File: config.mk
export PLATFORM = sky130hd
export DESIGN_NAME = channel_trimmed_average_smoother
export DESIGN_NICKNAME = d
export VERILOG_FILES = /design/src/sv/cta_pkg.sv /design/src/sv/cta_datapath.sv /design/src/sv/cta_ctrl.sv /design/src/sv/channel_trimmed_average_smoother.sv
export SDC_FILE = /design/constraint.sdc
export NUM_CORES = 2
export LEC_CHECK = 0
export ABC_AREA = 1
export ABC_CLOCK_PERIOD_IN_PS = 5100
export BUFFER_PORTS_ARGS = -buffer_cell sky130_fd_sc_hd__buf_2
export CORE_MARGIN = 2
export CORE_UTILIZATION = 57
export DETAILED_ROUTE_END_ITERATION = 8
export GPL_ROUTABILITY_DRIVEN = 0
export PLACE_DENSITY = 0.82
export SLEW_MARGIN = 20
export SYNTH_ARGS = -nofsm -noshare
export SYNTH_HDL_FRONTEND = slang
export SYNTH_SLANG_ARGS = --single-unit
File: constraint.sdc
create_clock -name clk -period 5.1 [get_ports clk]
set_input_delay 0.765 -clock clk [delete_from_list [all_inputs] [get_ports clk]]
set_output_delay 0.765 -clock clk [all_outputs]
set_load 0.1 [all_outputs]
File: src/sv/cta_pkg.sv
// cta_pkg: shared types and constants for the channel trimmed average smoother
// holds the per-channel entry layout and the controller/datapath command and status structs
// no dependencies
package cta_pkg;

    localparam int CH_W       = 5;
    localparam int SAMPLE_W   = 16;
    localparam int WEIGHT_W   = 8;
    localparam int SUM_W      = 14;
    localparam int EXT_W      = 10;
    localparam int CNT_W      = 4;
    localparam int NUM_W      = 24;
    localparam int DIV_STEPS  = 16;
    localparam int STEP_W     = 4;

    localparam logic [SAMPLE_W-1:0] SAMPLE_LIMIT  = 16'd1023;
    localparam logic [CNT_W-1:0]    WINDOW_LEN    = 4'd10;
    localparam logic [SAMPLE_W-1:0] INVALID_VALUE = 16'hffff;
    localparam logic signed [SAMPLE_W:0] JUMP_POS = 17'sd100;
    localparam logic signed [SAMPLE_W:0] JUMP_NEG = -17'sd100;

    typedef struct packed {
        logic [SAMPLE_W-1:0] smooth;
        logic [SUM_W-1:0]    win_sum;
        logic [EXT_W-1:0]    win_max;
        logic [EXT_W-1:0]    win_min;
        logic [CNT_W-1:0]    win_count;
    } entry_t;

    typedef struct packed {
        logic load;
        logic read;
        logic calc;
        logic mul;
        logic div_start;
        logic div_step;
        logic write;
        logic write_smooth;
        logic emit;
        logic emit_ok;
    } cmd_t;

    typedef struct packed {
        logic in_range;
        logic averaging;
        logic sample_bad;
        logic win_full;
        logic jump;
        logic div_last;
        logic out_free;
    } status_t;

endpackage

File: src/sv/cta_datapath.sv
// cta_datapath: per-channel state memory, window update, smoother and bit-serial divider
// depends on cta_pkg; driven by cta_ctrl through cta_pkg::cmd_t
module cta_datapath #(
    parameter int CHANNELS = 32
) (
    input  logic                            clk,
    input  logic                            rst_n,
    input  logic [cta_pkg::CH_W-1:0]        channel,
    input  logic [cta_pkg::SAMPLE_W-1:0]    sample,
    input  logic [cta_pkg::WEIGHT_W-1:0]    weight,
    input  logic                            counter_range,
    input  logic                            pre_average_enable,
    input  cta_pkg::cmd_t                   cmd,
    output cta_pkg::status_t                status,
    input  logic                            result_stall,
    output logic                            result_valid,
    output logic [cta_pkg::SAMPLE_W-1:0]    value,
    output logic                            valid_res
);

    localparam int IDX_W = (CHANNELS > 1) ? $clog2(CHANNELS) : 1;

    // captured item
    logic [cta_pkg::CH_W-1:0]      ch_reg;
    logic [cta_pkg::SAMPLE_W-1:0]  sample_reg;
    logic [cta_pkg::WEIGHT_W-1:0]  weight_reg;
    logic                          cr_reg;

    cta_pkg::entry_t               mem [CHANNELS];
    logic [CHANNELS-1:0]           written_reg;
    cta_pkg::entry_t               rd_entry_reg;
    logic                          rd_hit_reg;

    cta_pkg::entry_t               old_entry;
    cta_pkg::entry_t               calc_entry;
    cta_pkg::entry_t               win_reg;
    cta_pkg::entry_t               wr_entry;
    logic                          win_full_reg;
    logic [cta_pkg::SAMPLE_W-1:0]  seff_reg;

    logic [IDX_W-1:0]              idx;
    logic [cta_pkg::EXT_W-1:0]     s10;
    logic [cta_pkg::CNT_W-1:0]     cnt_inc;
    logic [cta_pkg::EXT_W-1:0]     max_new;
    logic [cta_pkg::EXT_W-1:0]     min_new;
    logic [cta_pkg::SUM_W-1:0]     sum_acc;
    logic [cta_pkg::EXT_W:0]       drop;
    logic [cta_pkg::SUM_W-1:0]     trimmed;
    logic                          full;
    logic                          averaging;

    logic signed [cta_pkg::SAMPLE_W:0] delta;
    logic signed [cta_pkg::SAMPLE_W:0] half;
    logic signed [cta_pkg::SAMPLE_W:0] jump_sum;
    logic                          jump;
    logic [cta_pkg::NUM_W-1:0]     product;
    logic [cta_pkg::NUM_W-1:0]     num;
    logic [cta_pkg::NUM_W-1:0]     num_reg;
    logic                          jump_reg;

    logic [cta_pkg::WEIGHT_W:0]    divisor;
    logic [cta_pkg::WEIGHT_W-1:0]  rem_reg;
    logic [cta_pkg::SAMPLE_W-1:0]  quot_reg;
    logic [cta_pkg::STEP_W-1:0]    step_reg;
    logic [cta_pkg::WEIGHT_W:0]    trial;
    logic                          ge;
    logic [cta_pkg::WEIGHT_W:0]    trial_sub;

    logic                          result_valid_reg;
    logic [cta_pkg::SAMPLE_W-1:0]  value_reg;
    logic                          valid_res_reg;

    assign idx       = IDX_W'(ch_reg);
    assign averaging = pre_average_enable && !cr_reg;

    always_ff @(posedge clk)
    begin
        if (cmd.load)
        begin
            ch_reg     <= channel;
            sample_reg <= sample;
            weight_reg <= weight;
            cr_reg     <= counter_range;
        end
    end

    // per-channel state, read data registered
    always_ff @(posedge clk)
    begin
        if (cmd.write)
            mem[idx] <= wr_entry;
        if (cmd.read)
        begin
            rd_entry_reg <= mem[idx];
            rd_hit_reg   <= written_reg[idx];
        end
    end

    // an entry never written reads as zero
    always_ff @(posedge clk or negedge rst_n)
    begin
        if (!rst_n)
            written_reg <= '0;
        else if (cmd.write)
            written_reg[idx] <= 1'b1;
    end

    assign old_entry = rd_hit_reg ? rd_entry_reg : '0;

    // window update
    always_comb
    begin
        s10     = sample_reg[cta_pkg::EXT_W-1:0];
        cnt_inc = old_entry.win_count + 1'b1;
        if (old_entry.win_count == '0)
        begin
            max_new = s10;
            min_new = s10;
            sum_acc = cta_pkg::SUM_W'(s10);
        end
        else
        begin
            max_new = (s10 > old_entry.win_max) ? s10 : old_entry.win_max;
            min_new = (s10 < old_entry.win_min) ? s10 : old_entry.win_min;
            sum_acc = old_entry.win_sum + cta_pkg::SUM_W'(s10);
        end
        full    = (cnt_inc >= cta_pkg::WINDOW_LEN);
        drop    = {1'b0, max_new} + {1'b0, min_new};
        trimmed = (sum_acc >= cta_pkg::SUM_W'(drop)) ? sum_acc - cta_pkg::SUM_W'(drop) : '0;

        calc_entry = old_entry;
        if (averaging)
        begin
            calc_entry.win_max   = max_new;
            calc_entry.win_min   = min_new;
            calc_entry.win_count = full ? '0 : cnt_inc;
            calc_entry.win_sum   = full ? trimmed : sum_acc;
        end
    end

    always_ff @(posedge clk)
    begin
        if (cmd.calc)
        begin
            win_reg      <= calc_entry;
            win_full_reg <= full;
            seff_reg     <= averaging ? cta_pkg::SAMPLE_W'(trimmed >> 3) : sample_reg;
        end
    end

    // jump test and weighted numerator
    always_comb
    begin
        delta    = $signed({1'b0, seff_reg}) - $signed({1'b0, win_reg.smooth});
        jump     = (delta >= cta_pkg::JUMP_POS) || (delta <= cta_pkg::JUMP_NEG);
        half     = delta >>> 1;
        jump_sum = $signed({1'b0, win_reg.smooth}) + half;
        product  = cta_pkg::NUM_W'(weight_reg) * cta_pkg::NUM_W'(win_reg.smooth);
    end

    assign num     = num_reg;
    assign divisor = {1'b0, weight_reg} + 1'b1;
    assign trial   = {rem_reg, quot_reg[cta_pkg::SAMPLE_W-1]};
    assign ge      = (trial >= divisor);
    assign trial_sub = trial - divisor;

    always_ff @(posedge clk)
    begin
        if (cmd.mul)
        begin
            num_reg  <= product + cta_pkg::NUM_W'(seff_reg);
            jump_reg <= jump;
            if (jump)
                quot_reg <= jump_sum[cta_pkg::SAMPLE_W-1:0];
        end
        else if (cmd.div_start)
        begin
            // quotient fits 16 bits, so the high byte is already below the divisor
            rem_reg  <= num[cta_pkg::NUM_W-1:cta_pkg::SAMPLE_W];
            quot_reg <= num[cta_pkg::SAMPLE_W-1:0];
            step_reg <= '0;
        end
        else if (cmd.div_step)
        begin
            rem_reg  <= ge ? trial_sub[cta_pkg::WEIGHT_W-1:0] : trial[cta_pkg::WEIGHT_W-1:0];
            quot_reg <= {quot_reg[cta_pkg::SAMPLE_W-2:0], ge};
            step_reg <= step_reg + 1'b1;
        end
    end

    always_comb
    begin
        wr_entry = win_reg;
        if (cmd.write_smooth)
            wr_entry.smooth = quot_reg;
    end

    // output register
    always_ff @(posedge clk or negedge rst_n)
    begin
        if (!rst_n)
            result_valid_reg <= 1'b0;
        else if (cmd.emit)
            result_valid_reg <= 1'b1;
        else if (!result_stall)
            result_valid_reg <= 1'b0;
    end

    always_ff @(posedge clk)
    begin
        if (cmd.emit)
        begin
            value_reg     <= cmd.emit_ok ? quot_reg : cta_pkg::INVALID_VALUE;
            valid_res_reg <= cmd.emit_ok;
        end
    end

    assign result_valid = result_valid_reg;
    assign value        = value_reg;
    assign valid_res    = valid_res_reg;

    assign status.in_range   = (int'(ch_reg) < CHANNELS);
    assign status.averaging  = averaging;
    assign status.sample_bad = (sample_reg > cta_pkg::SAMPLE_LIMIT);
    assign status.win_full   = win_full_reg;
    assign status.jump       = jump_reg;
    assign status.div_last   = (step_reg == cta_pkg::STEP_W'(cta_pkg::DIV_STEPS - 1));
    assign status.out_free   = !result_valid_reg || !result_stall;

    a_write_in_range: assert property (@(posedge clk) disable iff (!rst_n)
        cmd.write |-> status.in_range)
        else $error("state write for a channel out of range");

    a_count_bounded: assert property (@(posedge clk) disable iff (!rst_n)
        cmd.write |-> (wr_entry.win_count < cta_pkg::WINDOW_LEN))
        else $error("window count stored at or above window length");

    a_rem_bounded: assert property (@(posedge clk) disable iff (!rst_n)
        cmd.div_step |-> ({1'b0, rem_reg} < divisor))
        else $error("divider remainder not below divisor");

endmodule

File: src/sv/cta_ctrl.sv
// cta_ctrl: one-hot sequencer for the channel trimmed average smoother
// depends on cta_pkg; issues cta_pkg::cmd_t to cta_datapath and reads cta_pkg::status_t
module cta_ctrl (
    input  logic              clk,
    input  logic              rst_n,
    input  logic              item_valid,
    output logic              item_stall,
    input  cta_pkg::status_t  status,
    output cta_pkg::cmd_t     cmd
);

    typedef enum logic [7:0] {
        S_IDLE  = 8'b0000_0001,
        S_READ  = 8'b0000_0010,
        S_CALC  = 8'b0000_0100,
        S_MUL   = 8'b0000_1000,
        S_DSET  = 8'b0001_0000,
        S_DIV   = 8'b0010_0000,
        S_WRITE = 8'b0100_0000,
        S_DONE  = 8'b1000_0000
    } state_t;

    state_t state_reg;
    state_t state_next;
    logic   ok_reg;
    logic   ok_next;

    always_ff @(posedge clk or negedge rst_n)
    begin
        if (!rst_n)
        begin
            state_reg <= S_IDLE;
            ok_reg    <= 1'b0;
        end
        else
        begin
            state_reg <= state_next;
            ok_reg    <= ok_next;
        end
    end

    assign item_stall = (state_reg != S_IDLE);

    always_comb
    begin
        state_next = state_reg;
        ok_next    = ok_reg;
        cmd        = '0;
        case (state_reg)
            S_IDLE:
            begin
                if (item_valid)
                begin
                    cmd.load   = 1'b1;
                    state_next = S_READ;
                end
            end
            S_READ:
            begin
                cmd.read = 1'b1;
                // bad channel, or out-of-range sample while averaging, leaves all state alone
                if (!status.in_range || (status.averaging && status.sample_bad))
                begin
                    ok_next    = 1'b0;
                    state_next = S_DONE;
                end
                else
                    state_next = S_CALC;
            end
            S_CALC:
            begin
                cmd.calc   = 1'b1;
                state_next = S_MUL;
            end
            S_MUL:
            begin
                cmd.mul = 1'b1;
                if (status.averaging && !status.win_full)
                begin
                    ok_next    = 1'b0;
                    state_next = S_WRITE;
                end
                else
                begin
                    ok_next    = 1'b1;
                    state_next = S_DSET;
                end
            end
            S_DSET:
            begin
                if (status.jump)
                    state_next = S_WRITE;
                else
                begin
                    cmd.div_start = 1'b1;
                    state_next    = S_DIV;
                end
            end
            S_DIV:
            begin
                cmd.div_step = 1'b1;
                if (status.div_last)
                    state_next = S_WRITE;
            end
            S_WRITE:
            begin
                cmd.write        = 1'b1;
                cmd.write_smooth = ok_reg;
                state_next       = S_DONE;
            end
            S_DONE:
            begin
                if (status.out_free)
                begin
                    cmd.emit    = 1'b1;
                    cmd.emit_ok = ok_reg;
                    state_next  = S_IDLE;
                end
            end
            default:
            begin
                state_next = S_IDLE;
            end
        endcase
    end

    a_emit_free: assert property (@(posedge clk) disable iff (!rst_n)
        cmd.emit |-> status.out_free)
        else $error("result loaded while output register still held");

    a_div_ends: assert property (@(posedge clk) disable iff (!rst_n)
        (state_reg == S_DIV && status.div_last) |=> (state_reg == S_WRITE))
        else $error("divider finished without state write");

endmodule

File: src/sv/channel_trimmed_average_smoother.sv
// channel_trimmed_average_smoother: top level, config register and controller/datapath hookup
// depends on cta_pkg, cta_ctrl and cta_datapath
//
// Takes one sample item for one of CHANNELS channels and returns exactly one result item.
// With pre-averaging on and counter_range low, each channel collects ten samples, drops the
// largest and smallest and passes sum/8 on every tenth sample; other samples give value 65535
// with valid_res low, as does a sample above 1023 or a channel at or above CHANNELS. The
// value then enters the channel's smoother: a jump of 100 or more moves halfway, otherwise
// (weight*old+new)/(weight+1), truncated. One item is processed at a time. The controller
// steps through read and done when no state changes; read, calc, multiply, write and done
// when the window is not yet full; adds the divider setup state before write on a jump; and
// runs the 16-step restoring divider between setup and write otherwise. Done waits while the
// previous result is held; the output register lets an item be accepted while it waits.
// All channel state reads as zero after reset, and pre-averaging is enabled.
module channel_trimmed_average_smoother #(
    parameter int CHANNELS = 32
) (
    input  logic                            clk,
    input  logic                            rst_n,
    input  logic                            item_valid,
    output logic                            item_stall,
    input  logic [cta_pkg::CH_W-1:0]        channel,
    input  logic [cta_pkg::SAMPLE_W-1:0]    sample,
    input  logic [cta_pkg::WEIGHT_W-1:0]    weight,
    input  logic                            counter_range,
    output logic                            result_valid,
    input  logic                            result_stall,
    output logic [cta_pkg::SAMPLE_W-1:0]    value,
    output logic                            valid_res,
    input  logic                            cfg_valid,
    output logic                            cfg_ready,
    input  logic                            cfg_data
);

    logic              pre_average_enable_reg;
    cta_pkg::cmd_t     cmd;
    cta_pkg::status_t  status;

    assign cfg_ready = 1'b1;

    always_ff @(posedge clk or negedge rst_n)
    begin
        if (!rst_n)
            pre_average_enable_reg <= 1'b1;
        else if (cfg_valid && cfg_ready)
            pre_average_enable_reg <= cfg_data;
    end

    cta_ctrl u_ctrl (
        .clk        (clk),
        .rst_n      (rst_n),
        .item_valid (item_valid),
        .item_stall (item_stall),
        .status     (status),
        .cmd        (cmd)
    );

    cta_datapath #(
        .CHANNELS (CHANNELS)
    ) u_datapath (
        .clk                (clk),
        .rst_n              (rst_n),
        .channel            (channel),
        .sample             (sample),
        .weight             (weight),
        .counter_range      (counter_range),
        .pre_average_enable (pre_average_enable_reg),
        .cmd                (cmd),
        .status             (status),
        .result_stall       (result_stall),
        .result_valid       (result_valid),
        .value              (value),
        .valid_res          (valid_res)
    );

endmodule
==> impl_metrics.tcl <==
set metrics [dict create \
    period_share_pct 103 \
    post_synth.cell_area_avg_um2 14.2 \
    yosysUniqueCellTypes 57 \
    clockPowerShare_pct 27.8 \
    crit_required_ns 5.68 \
    sequentialPowerShare_pct 40.2 \
    static-leakage-power_nw 32.3 \
    flow.area_growth_from_synthesis_pct 12.3 \
    worst_setup_margin_ns -0.162 \
    power.switching_fraction_pct 34.3 \
    wire_length_of_the_first_global_routing_pass_um 338000 \
    initial_utilization_pct 57.5 \
    critical_path.slowest_cell "edfxtp_1" \
    switching_power_mw 16.5 \
    clock_tree.root_cell "clkbuf_16" \
    critical_path.max_fanout 8 \
    synthFlopType "edfxtp_1" \
    cp.arrival_ns 5.84 \
    floorplan.io_pins 56 \
    reg2reg_depth 34 \
    die-width_um 385 \
    cts_num_sinks 1997 \
    via_per_inst 6.79 \
    maxCapViolations 1 \
    crit_top_cell "nand2_2" \
    vias_in_the_first_global_route 52900 \
    drt_wl_total_um 236000 \
    netlist_area_um2 82600 \
    commonest_non_fill_non_tap_cell_in_the_layout "edfxtp_1" \
    synthesis.nets 6087 \
    grt_start_max_net_pins 153 \
    powerDensity_nw_per_um2 517 \
    cp-start-kind "register" \
    num-nets-final 6231 \
    hold_path.class "input port to async pin" \
    power.share.combinational_pct 32.1 \
    number_of_warnings_issued_by_yosys 0 \
    violated_checks "max-capacitance violations, negative setup slack" \
    clkSlewWorstSetupHoldPaths_ns 0.07 \
    ys_seq_area_share_pct 72.3 \
    grt.met3_usage_pct 7.49 \
    antenna_violations_before_repair 2 \
    dr.first_iter.drc_count 9413 \
    syn-instance-count 5804 \
    route.detailed.drc 0 \
    placement.io_buffers 54 \
    overall_power_mw 48.0 \
    grt_most_used_layer "met2" \
    rsz_0062_raised_after_global_routing "true" \
    yosys_register_bits 1997 \
    design.core.area_um2 144000 \
    antenna_left 0 \
    path_class "register to register" \
    most-common-layout-cells "1,954 x edfxtp_1, 879 x a22oi_1, 698 x nand2_1" \
    cts_inserted_buffers 180 \
    detailedPlacementHpwl_um 127000 \
    row_count 139 \
    drtPass1Iterations 6 \
    htree_levels 4 \
    largest_register_ffs 1728 \
    vias 54300 \
    share_of_synthesized_flip_flops_with_an_asynchronous_set_or_reset_pct 2.15 \
    maxClockFrequency_ghz 0.190 \
    max_buffers_root_to_sink 3 \
    hold_viol_final 0 \
    worst_path_largest_cell_delay_ns 0.44 \
    ir_drop_uv 653 \
    slew_viol_final 0 \
    cp-end-kind "register" \
    die_y_um 385 \
    grt_use_met1_pct 40.1 \
    drt-wirelength-per-cell_um 29.5 \
    placement.cell_area_um2 86000 \
    worst-slew-pin-transition_ns 1.47 \
    cellInternalPower_mw 31.5 \
    globalRouteOverflowTotal 0 \
    max_slew_margin_pct 1.52 \
    global_route.usage.met2_pct 48.1 \
    final.min_clock_period_ns 5.26 \
    setup_viol 25 \
    finClkSkew_ns 0.0383 \
    final_cell_area_um2 92800 \
    outcome "finished with violations" \
    worstSkewPairLatency_ns 0.84 \
    fp.dieArea_um2 148000 \
    tritoncts "done" \
    number_of_enable_flip_flop_cells_after_synthesis 1954 \
    globalRouteTotalUtil_pct 31.2 \
    drive_above_1_share_pct 12.4 \
]
[layer usage]
metal	vias up	share of wire [%]	wire, um
met5	-	0.013	31
met3	942	14	32700
met4	4	7.6	17800
met2	4750	46	107000
li1	22200	-	-
met1	26400	33	77700
[cells in the mapped netlist, types with 3 or more instances]
| master | count | area share (%) |
|---|---|---|
| inv_1 | 426 | 1.9 |
| a21boi_0 | 4 | 0.036 |
| xor2_1 | 44 | 0.47 |
| xnor2_1 | 25 | 0.27 |
| nor2_1 | 133 | 0.60 |
| o2111ai_1 | 4 | 0.042 |
| clkbuf_1 | 195 | 0.89 |
| nor4b_1 | 12 | 0.13 |
| nand2_1 | 736 | 3.3 |
| fa_1 | 106 | 2.6 |
| a21o_1 | 6 | 0.055 |
| o21a_1 | 4 | 0.036 |
| ha_1 | 141 | 2.1 |
| buf_1 | 18 | 0.082 |
| dfrtp_1 | 41 | 1.2 |
| buf_2 | 88 | 0.53 |
| a31oi_1 | 8 | 0.061 |
| o21ai_0 | 150 | 0.91 |
| edfxtp_1 | 1954 | 71 |
| nand2_2 | 4 | 0.030 |
| o21bai_1 | 8 | 0.073 |
| nand3b_1 | 8 | 0.073 |
| nor3_1 | 33 | 0.20 |
| o211ai_1 | 4 | 0.036 |
| nor4_1 | 39 | 0.30 |
| o221ai_1 | 8 | 0.085 |
| o22ai_1 | 5 | 0.038 |
| o21ai_1 | 3 | 0.018 |
| or2_2 | 61 | 0.46 |
| nand3_1 | 100 | 0.61 |
| buf_6 | 4 | 0.055 |
| a211oi_1 | 3 | 0.027 |
| a22oi_1 | 879 | 8.0 |
| inv_2 | 6 | 0.027 |
| nand4_1 | 54 | 0.41 |
| nor2_2 | 6 | 0.045 |
| a2111oi_0 | 12 | 0.13 |
| a21oi_1 | 445 | 2.7 |
| nor3b_1 | 3 | 0.027 |
[power by group through the flow]
stage	Combinational [mW]	Sequential, mW	Clock [mW]
after floorplan	9.49	19.4	0
after global placement	13.1	19.6	0
after detailed placement	13.5	19.6	0
after CTS	13.9	19.3	13.3
after global routing	16.7	19.3	13.9
final	15.4	19.3	13.3
[cells by family after synthesis]
| logic type | after synthesis | share of synthesized area [%] |
|---|---|---|
| AO/OA/AOI/OAI | 1551 | 12.3 |
| other | 1 | 0.00454 |
| AND/OR/NAND/NOR | 1199 | 6.38 |
| buffers and inverters | 740 | 3.54 |
| XOR/XNOR | 69 | 0.732 |
| flip-flops | 1997 | 72.3 |
| adder cells (fa/ha/maj) | 247 | 4.70 |
[worst max-delay path, delay by kind of cell, from the launching register on]
family / cells / cell delay, ns
buffers and inverters: 6 / 0.86
XOR/XNOR: 1 / 0.14
AO/OA/AOI/OAI: 8 / 0.98
flip-flops: 1 / 0.44
adder cells (fa/ha/maj): 3 / 0.96
AND/OR/NAND/NOR: 16 / 1.62
[worst paths after layout]
| kind | slack (ns) | to | start |
|---|---|---|---|
| setup / recovery | -0.16 | u_datapath.win_reg[33] | u_datapath.rd_hit_reg |
| hold / removal | 0.09 | u_datapath.written_reg[4] | rst_n |
| setup reg to reg | -0.16 | u_datapath.win_reg[33] | u_datapath.rd_hit_reg |
| hold reg to reg | 0.47 | u_datapath.written_reg[23] | u_datapath.written_reg[23] |
| max in group asynchronous | 4.51 | u_datapath.written_reg[19] | rst_n |
| min in group clk | 0.11 | u_datapath.ch_reg[3] | channel[3] |
[final cells by class]
class / instances / area, um2
clock buffer: 224 / 4710
clock inverter: 97 / 1010
inverter: 434 / 1650
antenna: 1 / 2.50
sequential: 1997 / 59800
tap: 1903 / 2380
fill: 9350 / 50900
multi-input combinational: 3070 / 20900
timing repair buffer: 265 / 2360
[timing repair]
item                                    CTS  global route
endpoints found under the setup margin   25            29
endpoints found under the hold margin     0             0
pin swaps                                14            49
resized for setup                        39           111
hold buffers                              0             0
buffers inserted                          4            22
cloned                                    3             3
[metrics by stage]
step	util, %	hold slack (ns)	cells	TNS, ns	worst slack (ns)
global route	64.6	0.0985	7990	-7.66	-0.348
global placement	59.9	0.439	7633	0	0.0340
floorplan	-	0.427	5804	0	0.0190
detailed placement	59.9	0.448	7634	-0.795	-0.0707
CTS	64.0	0.0690	7962	0	0.00303
finish	64.6	0.0930	7991	-2.75	-0.162
No activity file was read; power rests on OpenSTA's default activity.
